--- config.mk ---
export PLATFORM = sky130hd
export DESIGN_NAME = svdpi_div
export DESIGN_NICKNAME = d
export VERILOG_FILES = /design/src/rtl/core/svdpi_pkg.sv /design/src/rtl/core/svdpi_div.sv
export SDC_FILE = /design/constraint.sdc
export NUM_CORES = 1
export LEC_CHECK = 0
export BUFFER_PORTS_ARGS = -buffer_cell sky130_fd_sc_hd__buf_2
export CAP_MARGIN = 10
export CORE_UTILIZATION = 45
export CTS_BUF_LIST = sky130_fd_sc_hd__clkbuf_4 sky130_fd_sc_hd__clkbuf_8
export DETAILED_ROUTE_END_ITERATION = 10
export GPL_TIMING_DRIVEN = 0
export MAX_ROUTING_LAYER = met4
export PLACE_DENSITY = 0.73
export SLEW_MARGIN = 10
export SYNTH_ARGS = -nofsm -noshare
export SYNTH_HDL_FRONTEND = slang
export SYNTH_SLANG_ARGS = --single-unit
--- constraint.sdc ---
create_clock -name i_clk -period 9 [get_ports i_clk]
set_input_delay 0.9 -clock i_clk [delete_from_list [all_inputs] [get_ports i_clk]]
set_output_delay 0.9 -clock i_clk [all_outputs]
set_load 0.02 [all_outputs]
--- src/rtl/core/svdpi_pkg.sv ---
// ----------------------------------------------------------------------------
// svdpi_pkg
// Shared types and constants of the SVD pseudo-inverse solver.
// ----------------------------------------------------------------------------
package svdpi_pkg;

    localparam int MAX_ROWS_DEF = 16;
    localparam int MAX_COLS_DEF = 16;

    localparam int DATA_W = 32;   // Q16.16 word
    localparam int ACC_W  = 56;   // exact sum of up to 64 shifted products
    localparam int SIZE_W = 5;    // rows_used, cols_used, rank
    localparam int IDX_W  = 4;    // row / column index fields

    typedef enum logic [1:0] {
        OP_WR_U = 2'd0,
        OP_WR_V = 2'd1,
        OP_WR_W = 2'd2,
        OP_WR_B = 2'd3
    } t_op;

    typedef enum logic [1:0] {
        CFG_ROWS    = 2'd0,
        CFG_COLS    = 2'd1,
        CFG_THR     = 2'd2,
        CFG_DEF_THR = 2'd3
    } t_cfg_idx;

    // divider result bundle
    typedef struct packed {
        logic              done;
        logic              sat;
        logic [DATA_W-1:0] quo;
    } t_div_res;

endpackage

--- src/rtl/core/svdpi_div.sv ---
// ----------------------------------------------------------------------------
// svdpi_div
// Radix-2 restoring divider: signed accumulator over positive Q16.16 value,
// truncated toward zero, saturated to 32 bits. 32 steps from start to result;
// when the integer part overflows, the clipped result appears in the cycle after start.
// ----------------------------------------------------------------------------
module svdpi_div (
    input  logic                         i_clk,
    input  logic                         i_rst_n,
    input  logic                         i_start,
    input  logic [svdpi_pkg::ACC_W-1:0]  i_num,
    input  logic [svdpi_pkg::DATA_W-1:0] i_den,
    output svdpi_pkg::t_div_res          o_res
);
    import svdpi_pkg::*;

    logic              r_busy, n_busy;
    logic [5:0]        r_cnt, n_cnt;
    logic              r_neg, n_neg;
    logic [DATA_W:0]   r_rem, n_rem;
    logic [DATA_W-1:0] r_q, n_q;
    logic [DATA_W-1:0] r_den, n_den;
    t_div_res          r_res, n_res;

    logic [ACC_W-1:0]  w_mag;
    logic [DATA_W:0]   w_trial;
    logic [DATA_W:0]   w_diff;

    assign w_mag   = i_num[ACC_W-1] ? (~i_num + ACC_W'(1)) : i_num;
    assign w_trial = {r_rem[DATA_W-1:0], r_q[DATA_W-1]};
    assign w_diff  = w_trial - {1'b0, r_den};

    always_comb begin
        n_busy = r_busy;
        n_cnt  = r_cnt;
        n_neg  = r_neg;
        n_rem  = r_rem;
        n_q    = r_q;
        n_den  = r_den;
        n_res  = r_res;
        n_res.done = 1'b0;
        if (i_start) begin
            n_neg = i_num[ACC_W-1];
            n_den = i_den;
            if (w_mag >= {{(ACC_W-DATA_W-16){1'b0}}, i_den, 16'b0}) begin
                // integer part does not fit: clip at once
                n_res.done = 1'b1;
                n_res.sat  = 1'b1;
                n_res.quo  = i_num[ACC_W-1] ? 32'h8000_0000 : 32'h7FFF_FFFF;
            end else begin
                n_busy = 1'b1;
                n_cnt  = 6'd0;
                n_rem  = (DATA_W+1)'(w_mag[ACC_W-1:16]);
                n_q    = {w_mag[15:0], 16'b0};
            end
        end else if (r_busy) begin
            if (!w_diff[DATA_W]) begin
                n_rem = w_diff;
                n_q   = {r_q[DATA_W-2:0], 1'b1};
            end else begin
                n_rem = w_trial;
                n_q   = {r_q[DATA_W-2:0], 1'b0};
            end
            n_cnt = r_cnt + 6'd1;
            if (r_cnt == 6'd31) begin
                n_busy     = 1'b0;
                n_res.done = 1'b1;
                if (r_neg) begin
                    n_res.sat = (n_q > 32'h8000_0000);
                    n_res.quo = n_res.sat ? 32'h8000_0000 : (~n_q + 32'd1);
                end else begin
                    n_res.sat = n_q[DATA_W-1];
                    n_res.quo = n_res.sat ? 32'h7FFF_FFFF : n_q;
                end
            end
        end
    end

    always_ff @(posedge i_clk) begin
        if (!i_rst_n) begin
            r_busy     <= 1'b0;
            r_res.done <= 1'b0;
        end else begin
            r_busy     <= n_busy;
            r_res.done <= n_res.done;
        end
        r_cnt     <= n_cnt;
        r_neg     <= n_neg;
        r_rem     <= n_rem;
        r_q       <= n_q;
        r_den     <= n_den;
        r_res.sat <= n_res.sat;
        r_res.quo <= n_res.quo;
    end

    assign o_res = r_res;

    a_done_pulse: assert property (@(posedge i_clk) disable iff (!i_rst_n)
        r_res.done |=> !r_res.done) else $error("divider done longer than one cycle");
    a_no_restart: assert property (@(posedge i_clk) disable iff (!i_rst_n)
        r_busy |-> !i_start) else $error("divider restarted while busy");
    a_busy_done: assert property (@(posedge i_clk) disable iff (!i_rst_n)
        r_busy && r_cnt == 6'd31 |=> r_res.done) else $error("divider missed done");

endmodule

==> results of run 1 <==
-- layer usage --
metal,vias up,global-route usage (%),routed length (um)
li1,4520,-,-
met1,4529,37.2,14100
met2,393,40.8,13800
met3,58,4.11,2300
met4,0,10.3,812
met5,-,-,0
-- final cells by class --
type / count / area share (%)
inverter: 91 / 2.91
tap: 285 / 3.04
timing repair buffer: 124 / 5.48
antenna: 2 / 0.0426
clock buffer: 18 / 2.06
sequential: 138 / 35.1
clock inverter: 14 / 1.25
buffer: 47 / 1.63
multi-input combinational: 863 / 48.5
-- worst register-to-register path: cells and delay by family (launching register included) --
family,cells,cell delay [ns]
fa+ha+maj,2,0.40
buf+inv,3,1.19
mux,1,0.70
simple gates,3,0.42
flops,1,0.40
compound gates,6,1.49
-- power groups by stage --
stage | logic [mW] | registers [mW] | clock network, mW
after detailed placement | 0.361 | 0.760 | 0
after global placement | 0.356 | 0.760 | 0
final | 0.367 | 0.746 | 0.518
after CTS | 0.363 | 0.746 | 0.525
after global routing | 0.405 | 0.749 | 0.545
after floorplan | 0.219 | 0.778 | 0
-- through the flow --
stage / instances / cell area (sq um) / utilization [%] / hold slack [ns]
5_1_grt: 1582 / 11700 / 52.0 / 0.593
3_3_place_gp: 1547 / 11300 / 50.1 / 0.524
2_1_floorplan: 1139 / 10300 / - / 0.507
6_report: 1582 / 11700 / 52.0 / 0.583
4_1_cts: 1580 / 11700 / 52.0 / 0.581
3_5_place_dp: 1548 / 11300 / 50.3 / 0.567
-- flip-flops by register name, summed over array words and instances (netlist names) --
| signal | count |
|---|---|
| o_res | 34 |
| r_q | 32 |
| r_rem | 32 |
| r_neg | 1 |
| r_cnt | 6 |
| r_busy | 1 |
| r_den | 32 |
-- cells in the final DEF (no fill, tap or decap), types with 18 or more instances in the layout --
| cell | netlist | final |
|---|---|---|
| nor3_1 | 31 | 31 |
| a21o_1 | 20 | 19 |
| inv_1 | 90 | 90 |
| a31oi_1 | 18 | 18 |
| xnor2_1 | 49 | 49 |
| o21ai_0 | 69 | 69 |
| nand2_1 | 83 | 82 |
| nor2_1 | 113 | 113 |
| clkbuf_1 | 37 | 37 |
| nand3_1 | 28 | 28 |
| ha_1 | 66 | 66 |
| buf_2 | 6 | 129 |
| o31ai_1 | 23 | 23 |
| a21oi_1 | 82 | 82 |
| edfxtp_1 | 136 | 136 |
| nor2b_1 | 19 | 19 |
| xor2_1 | 24 | 24 |
| o211ai_1 | 32 | 32 |
-- path summary, 6_finish.rpt --
| kind | from | to | slack (ns) | cells past startpoint |
|---|---|---|---|---|
| hold reg to reg | r_busy | r_busy | 0.58 | 1 |
| hold / removal | r_busy | r_busy | 0.58 | 1 |
| setup reg to reg | r_q[31] | r_rem[22] | 4.12 | 15 |
| setup / recovery | i_num[0] | o_res[2] | 2.21 | 17 |
-- logic make-up (layout without fill, tap and decap cells) --
family,after synthesis,count (layout),share of synthesized area (%)
DFF,138,138,39.9
adders and majority gates,67,67,8.18
AOI/OAI and AO/OA,329,329,20.7
and+or+nand+nor,381,381,18.5
buffers and inverters,138,294,5.15
xor gates and xnor gates,74,74,6.34
muxes,12,12,1.20
other,0,2,0
==> impl_results.md, run 1 <==
- Status: completed
- Int Pwr: 1.13 mW
- CP startpoint kind: input pin
- CTS tree: built
- Die Span Y: between 150 and 200 um
- Min-delay worst type: register to register
- FMAX: 0.147 GHz
- Final Skew: 0.0172 ns
- Comb pwr share: between 20% and 30%
- PwrDens: roughly 140 nW/um^2
- Overall power after layout: 1.63 mW
- Synth warnings: 0
- Post-synth cell types: 70
- CTS Sinks: 138
- Vias per std cell: 6.01
- Initial antenna violation count: 2
- Max-cap violations: 0
- ANT nets after route: 0
- Crit Path Max Fanout: 33
- Fin worst setup slack: around 2.2 ns
- Net switching power: between 500 and 600 uW
- Slowest cell delay on critical path: 0.85 ns
- Port buffer count: 123
- Period minus WS final: 6.79 ns
- Post-synth ARST share: 0%
- Clock-pin slew on the worst setup and hold paths: 0.08 ns
- Static leakage: between 4 and 5 nW
- Area contributors post-synth: edfxtp_1 39%, ha_1 8.0%, xnor2_1 4.2%
- Drt initial violations: 861
- WL/cell: 19.6 um
- Post-cts hold buffer count: 0
- Global-route wire length before repair: 48100 um
- Crit-path cells: buf_2 > inv_1 > ha_1 > nor4b_1 > nand4b_1 > or3_1 > o31ai_1 > xnor2_1 > ha_1 > nand4_1 > a2111o_1 > a211o_1 > or4_1 > and4_1 > nand2_1 > nand2_1 > nand2_2
- Largest area contributor in the netlist: edfxtp_1
- Final setup TNS: 0 ns
- Fillers: 2132
- CTS Buf Count: 17
- Vias in the first global route: 8905
- Ports: 125
- Final Net Count: around 1400
- Final setup fails: 0
- Grt total ovfl: 0
- Total iterations of the first detailed-routing run: 5
- Largest net degree at the start of global routing: 45
- Post-synth top flop: edfxtp_1
- Vias: 9500
- CTS resizes: 0
- Max transition margin: between 20% and 30%
- Seq pwr share: 45.7%
- Clock network power share: about a third
- Pre-CTS setup slack: about 1.9 ns
- Post-synthesis cell area: a little over 10000 sq um
- Largest delay share family, worst path: simple AND/OR/NAND/NOR gates
- VDD IR-drop max: 0.0801 mV
- Overall routing resource usage: 27.3%
- Setup bufs post-CTS: 0
- Slew @ Worst Pin: 1.12 ns
- Final hold violations: 0
- Required @ worst endpoint: 9.10 ns
- Clock buffer depth: 2
- Cell with the most instances after synthesis: edfxtp_1
- Drt drc: 0
- Final slew viol count: 0
- Crit end category: register
- Rows: 55
- Post-synth top area share: 39.5%
- Synth cell count leaders: 136 x edfxtp_1, 113 x nor2_1, 90 x inv_1
- Die area: 23600 sq um
- Bufs and invs on worst path: 2
- Register area share after synthesis: 39.9%
- Area of the multi-input gates: 5690 sq um
- WL final: 30900 um
- Number of synthesized register bits: 138
- Layout cells sized above 1: 14.3%
- Initial Util: 45.8%
- FF+latch area: 4120 sq um
- Area Growth Syn to Fin: 13.6%
- Post-synthesis average cell area: 9.08 sq um
- H-Tree Depth: 4
- Root Driver: clkbuf_8
- CP max-delay cell: nor4b_1
- Syn nets: 1297
- Unrepaired setup endpoints after global routing: false
- Critical path class: input pin to register
- Core Footprint: 22600 sq um
- Arrival @ worst endpoint: 6.88 ns
- Die W: 154 um
- Clock latency on the worst-skew pair: 0.47 ns
- Cells after Synth: 1139
- Sw Ratio: 30.9%
- Post-synth EDFFs: between 100 and 150
- Final period util: between 70% and 80%
- Routability cong.: approximately 1.0
- Detailed placement HPWL: around 23000 um
No activity file was read; power rests on OpenSTA's default activity.
==> run 2: changes to the inputs <==
Settings changed: PLACE_DENSITY 0.73 to 0.76.
Clock period 9 ns to 5.7 ns, I/O delays scaled along.
==> run 2 against run 1 <==
Compared with the run above: combinational power is 60% higher; cell count is 0.44% higher; sequential power is 58% higher; total power is 63% higher; worst setup slack worse by 2.0 ns; wire length is 1.1% higher; core utilization is 0.58 points higher; global-route usage is 0.085 points higher; clock skew is 0.0049 ns higher; die area stayed put; via count is 2.4% higher; largest cell class unchanged.
==> impl_results.md, run 2 (same netlist as run 1, synthesis figures left out) <==
- Root Driver: clkbuf_8
- Most frequent cells in the layout: 136 x edfxtp_1, 129 x buf_2, 113 x nor2_1, 90 x inv_1
- Required @ worst endpoint: 5.86 ns
- CP startpoint kind: input pin
- Bufs and invs on worst path: 2
- Clock network power share: 33.8%
- Max-cap violations: 0
- Layout cells sized above 1: approximately 15%
- Final Skew: 0.0221 ns
- Post-cts hold buffer count: 0
- Slew @ Worst Pin: 1.14 ns
- CTS Sinks: 138
- Drt drc: 0
- Final period util: 96.5%
- Final Net Count: 1444
- Static leakage: 4.72 nW
- Int Pwr: roughly 1.8 mW
- Vias in the first global route: 9074
- Crit-path cells: buf_2 > or4_4 > or3_4 > or3_4 > inv_1 > nand4_1 > o41ai_2 > xnor2_1 > ha_1 > nand4_1 > nor2_1 > a211oi_1 > o21a_1 > a211o_1 > or4_1 > and4_1 > nand2_1 > nand2_1 > nand2_8
- Fin worst setup slack: between 0.15 and 0.2 ns
- Net switching power: 816 uW
- Core Footprint: 22600 sq um
- Min-delay worst type: input pin to register
- H-Tree Depth: 4
- Initial antenna violation count: 5
- WL final: 31300 um
- Grt total ovfl: 0
- Comb pwr share: between 20% and 30%
- Seq pwr share: between 40% and 50%
- Arrival @ worst endpoint: between 5 and 6 ns
- Crit Path Max Fanout: 33
- WL/cell: 19.7 um
- Crit end category: register
- Final setup fails: 0
- FMAX: 0.182 GHz
- Total iterations of the first detailed-routing run: 5
- Vias per std cell: 6.12
- Commonest non-fill, non-tap cell in the layout: edfxtp_1
- Global-route wire length before repair: 48900 um
- Fillers: 2085
- Critical path class: input pin to register
- VDD IR-drop max: 0.133 mV
- Ports: 125
- Area Growth Syn to Fin: 14.8%
- Clock-pin slew on the worst setup and hold paths: ~0.090 ns
- Routability cong.: 0.987
- Detailed placement HPWL: 23100 um
- Vias: 9725
- Largest net degree at the start of global routing: 38
- Slowest cell delay on critical path: 0.56 ns
- Sw Ratio: 30.6%
- Overall routing resource usage: 27.3%
- Die W: 154 um
- Port buffer count: 123
- Clock latency on the worst-skew pair: 0.48 ns
- Period minus WS final: 5.50 ns
- CTS Buf Count: 17
- Die Span Y: ~150 um
- Rows: 55
- CP max-delay cell: or4_4
- Final slew viol count: 0
- Final hold violations: 0
- Number of flip-flops in the largest register: 34
- Initial Util: 45.8%
- Unrepaired setup endpoints after global routing: false
- Final setup TNS: 0 ns
- Status: completed
- Die area: 23600 sq um
- Largest delay share family, worst path: simple AND/OR/NAND/NOR gates
- ANT nets after route: 0
- Drt initial violations: 1083
- PwrDens: 224 nW/um^2
- CTS tree: built
- Clock buffer depth: 2
- Pre-CTS setup slack: -1.01 ns
- Max transition margin: 23.3%
[run 2: changes by cell type in the layout (fill, tap and decap cells not counted), sizes merged]
cell	previous run	this run
clkinvlp	4	1
bufinv	2	3
inv	93	96
buf	134	137
clkinv	6	4
a21o	20	21
clkbuf	55	56
diode	2	5
[run 2: worst paths after layout]
kind	cells past startpoint	startpoint	endpoint	slack, ns
max	19	i_num[16]	o_res[4]	0.20
min	1	i_den[7]	r_den[7]	0.28
max reg2reg	12	r_rem[1]	o_res[1]	0.83
min reg2reg	1	r_cnt[0]	r_cnt[0]	0.62
[run 2: final cells by class]
type / count / area, sq um / share of cell area (%)
antenna: 5 / 12.5 / 0.105
buffer: 47 / 196 / 1.65
clock buffer: 19 / 255 / 2.15
clock inverter: 13 / 179 / 1.51
inverter: 91 / 342 / 2.88
multi-input combinational: 864 / 5750 / 48.4
sequential: 138 / 4120 / 34.7
tap: 285 / 357 / 3.00
timing repair buffer: 127 / 658 / 5.54
[run 2: metal layers]
metal | share of wire (%) | track usage, % | vias up
li1 | - | - | 4530
met1 | 43 | 37.7 | 4613
met2 | 45 | 40.8 | 512
met3 | 9.2 | 3.18 | 70
met4 | 2.8 | 11.1 | 0
met5 | 0 | - | -
[run 2: repair_timing]
action	CTS	global route
buffers inserted	0	3
pin swaps	0	1
cloned	0	1
endpoints found under the setup margin	125	134
resized for setup	4	10
[run 2: stage by stage]
stage	cells	hold slack [ns]	utilization [%]	power [mW]	cell area, sq um
final	1589	0.275	52.6	2.66	11900
after global routing	1589	0.271	52.6	2.77	11900
after CTS	1580	0.269	52.2	2.65	11800
after detailed placement	1548	0.556	50.2	1.77	11300
after global placement	1547	0.532	50.1	1.76	11300
after floorplan	1139	0.506	-	1.57	10300
[run 2: power groups by stage]
stage          sequential, mW  combinational (mW)  clock [mW]
2_1_floorplan            1.23               0.346           0
3_3_place_gp             1.20               0.558           0
3_5_place_dp             1.20               0.569           0
4_1_cts                  1.18               0.574       0.901
5_1_grt                  1.18               0.647       0.941
6_report                 1.18               0.586       0.899
==> run 3: changes to the inputs <==
Settings changed: CORE_UTILIZATION 45 to 25, PLACE_DENSITY 0.76 to 0.51, SETUP_SLACK_MARGIN from default to 0.02.
==> run 3 against run 2 <==
Compared with the run above: total power decreased by 1.8%; design area grew 2.8%; first-iteration DRC count shrank 33%; flip-flop and latch count unchanged; fmax fell by 0.66%; critical path depth did not move; count of clock-buffer cells in the layout grew 3; clock skew decreased by 0.0080 ns; largest cell class unchanged; wire length up 13%.
==> impl_results.md, run 3 (same netlist as run 1, synthesis figures left out) <==
- Number of flip-flops in the largest register: 34
- Final slew viol count: 0
- Drt drc: 0
- H-Tree Depth: 4
- Port buffer count: 123
- Area Growth Syn to Fin: 18.1%
- Crit end category: register
- Final Net Count: about 1400
- PwrDens: 214 nW/um^2
- GR Util met3: 2.12%
- Max-cap violations: 0
- Status: completed
- Core Footprint: roughly 41000 sq um
- CP startpoint kind: input pin
- Most Crowded Layer GR: met2
- Clock buffer depth: 2
- Fillers: 4335
- Required @ worst endpoint: about 6 ns
- FMAX: approximately 0.18 GHz
- Overall power after layout: 2.62 mW
- Final period util: between 90% and 100%
- Die W: about 210 um
- Crit Path Max Fanout: 18
- Overall routing resource usage: 17.2%
- GR Util met2: between 20% and 30%
- Layout cells sized above 1: between 10% and 20%
- Root Driver: clkbuf_8
- Final hold violations: 0
- CTS Sinks: roughly 140
- Vias in the first global route: a little over 9000
- Die area: 42200 sq um
- Detailed placement HPWL: about 27000 um
- M1 GR Usage: 23.0%
- FF+latch area: slightly above 4000 sq um
- Final Skew: 0.0141 ns
- Rows: 74
- Initial antenna violation count: 5
- Clock latency on the worst-skew pair: 0.48 ns
- WL final: 35200 um
- Die Span Y: between 200 and 250 um
- Vias per std cell: ~5.1
- Global-route wire length before repair: 53400 um
- Final setup TNS: 0 ns
- Post-cts hold buffer count: 0
- Static leakage: ~4.7 nW
- Max transition margin: between 30 and 40%
- Slew @ Worst Pin: 0.954 ns
- VDD IR-drop max: 0.115 mV
- ANT nets after route: 0
- Drt initial violations: 727
- Clock-pin slew on the worst setup and hold paths: approximately 0.090 ns
- Commonest non-fill, non-tap cell in the layout: edfxtp_1
- Min-delay worst type: input pin to register
- Ports: 125
- Largest net degree at the start of global routing: 36
- Period minus WS final: 5.54 ns
- Vias: 9414
- Final setup fails: 0
- Total iterations of the first detailed-routing run: 6
- Most frequent cells in the layout: 136 x edfxtp_1, 129 x buf_2, 111 x nor2_1, 90 x inv_1, 82 x a21oi_1
- WL/cell: 19.2 um
- CTS Buf Count: 17
- Routability cong.: slightly below 0.9
- Critical path class: input pin to register
- Initial Util: 25.3%
- Grt total ovfl: 0
- CTS tree: built
- Area of the multi-input gates: 5800 sq um
- Unrepaired setup endpoints after global routing: true
- Arrival @ worst endpoint: roughly 5.7 ns
[run 3: cell count changes in the layout (fill, tap and decap cells not counted), sizes merged]
cell,previous run,this run
inv,96,91
clkbuf,56,59
a21o,21,23
clkinvlp,1,3
bufinv,3,2
clkinv,4,5
diode,5,4
nand2,83,84
[run 3: worst paths after layout]
| path | from | end | slack, ns | depth (start not counted) |
|---|---|---|---|---|
| setup reg to reg | r_q[31] | o_res[21] | 0.67 | 13 |
| hold / removal | i_den[4] | r_den[4] | 0.28 | 1 |
| hold reg to reg | r_cnt[0] | r_cnt[0] | 0.62 | 1 |
| setup / recovery | i_num[16] | r_rem[13] | 0.16 | 19 |
[run 3: per-layer routing]
metal | up-vias | wire (um)
met4 | 0 | 757
met3 | 47 | 1390
met5 | - | 0
li1 | 4551 | -
met1 | 4551 | 16600
met2 | 265 | 16400
[run 3: worst max-delay path, stage by stage]
cell and delay [ns]:
buf_2 0.12, or4_4 0.55, or3_4 0.44, or3_4 0.40, inv_1 0.14, nand4_1 0.17
o21ai_0 0.25, xnor2_1 0.19, ha_1 0.30, a21o_1 0.18, a21o_1 0.17, a211oi_1 0.31
o21a_1 0.29, a211o_1 0.29, a41o_1 0.18, and4_1 0.31, nand2_2 0.12, nor2_2 0.32
a21o_4 0.33
[run 3: final cells by class]
class                      count  area share (%)
multi-input combinational    867            47.5
sequential                   138            33.8
tap                          532            5.45
timing repair buffer         127            5.37
inverter                      91            2.80
clock buffer                  22            2.33
buffer                        47            1.67
clock inverter                10           0.974
antenna                        4          0.0820
[run 3: timing repair]
| action | 4_1_cts | 5_1_grt |
|---|---|---|
| resized for setup | 9 | 15 |
| endpoints found under the setup margin | 137 | 134 |
| buffers inserted | 2 | 1 |
| cloned | 1 | 3 |
| pin swaps | 1 | 2 |
[run 3: per-stage QoR]
stage	hold slack, ns	setup slack [ns]	instances	cell area, sq um	utilization [%]
2_1_floorplan	0.525	0.0488	1139	10300	-
3_3_place_gp	0.544	-1.72	1794	11600	28.5
3_5_place_dp	0.565	-1.26	1795	11600	28.5
4_1_cts	0.261	0.00796	1830	12100	29.6
5_1_grt	0.270	0.00614	1838	12200	29.9
6_report	0.280	0.163	1838	12200	29.9
[run 3: where the power goes]
group          internal [mW]  leakage [nW]  total [mW]  switching (mW)
registers               1.17          1.29        1.18          0.0126
clock network          0.427         0.200       0.844           0.417
logic                  0.223          3.24       0.593           0.369
total                   1.82          4.73        2.62           0.799
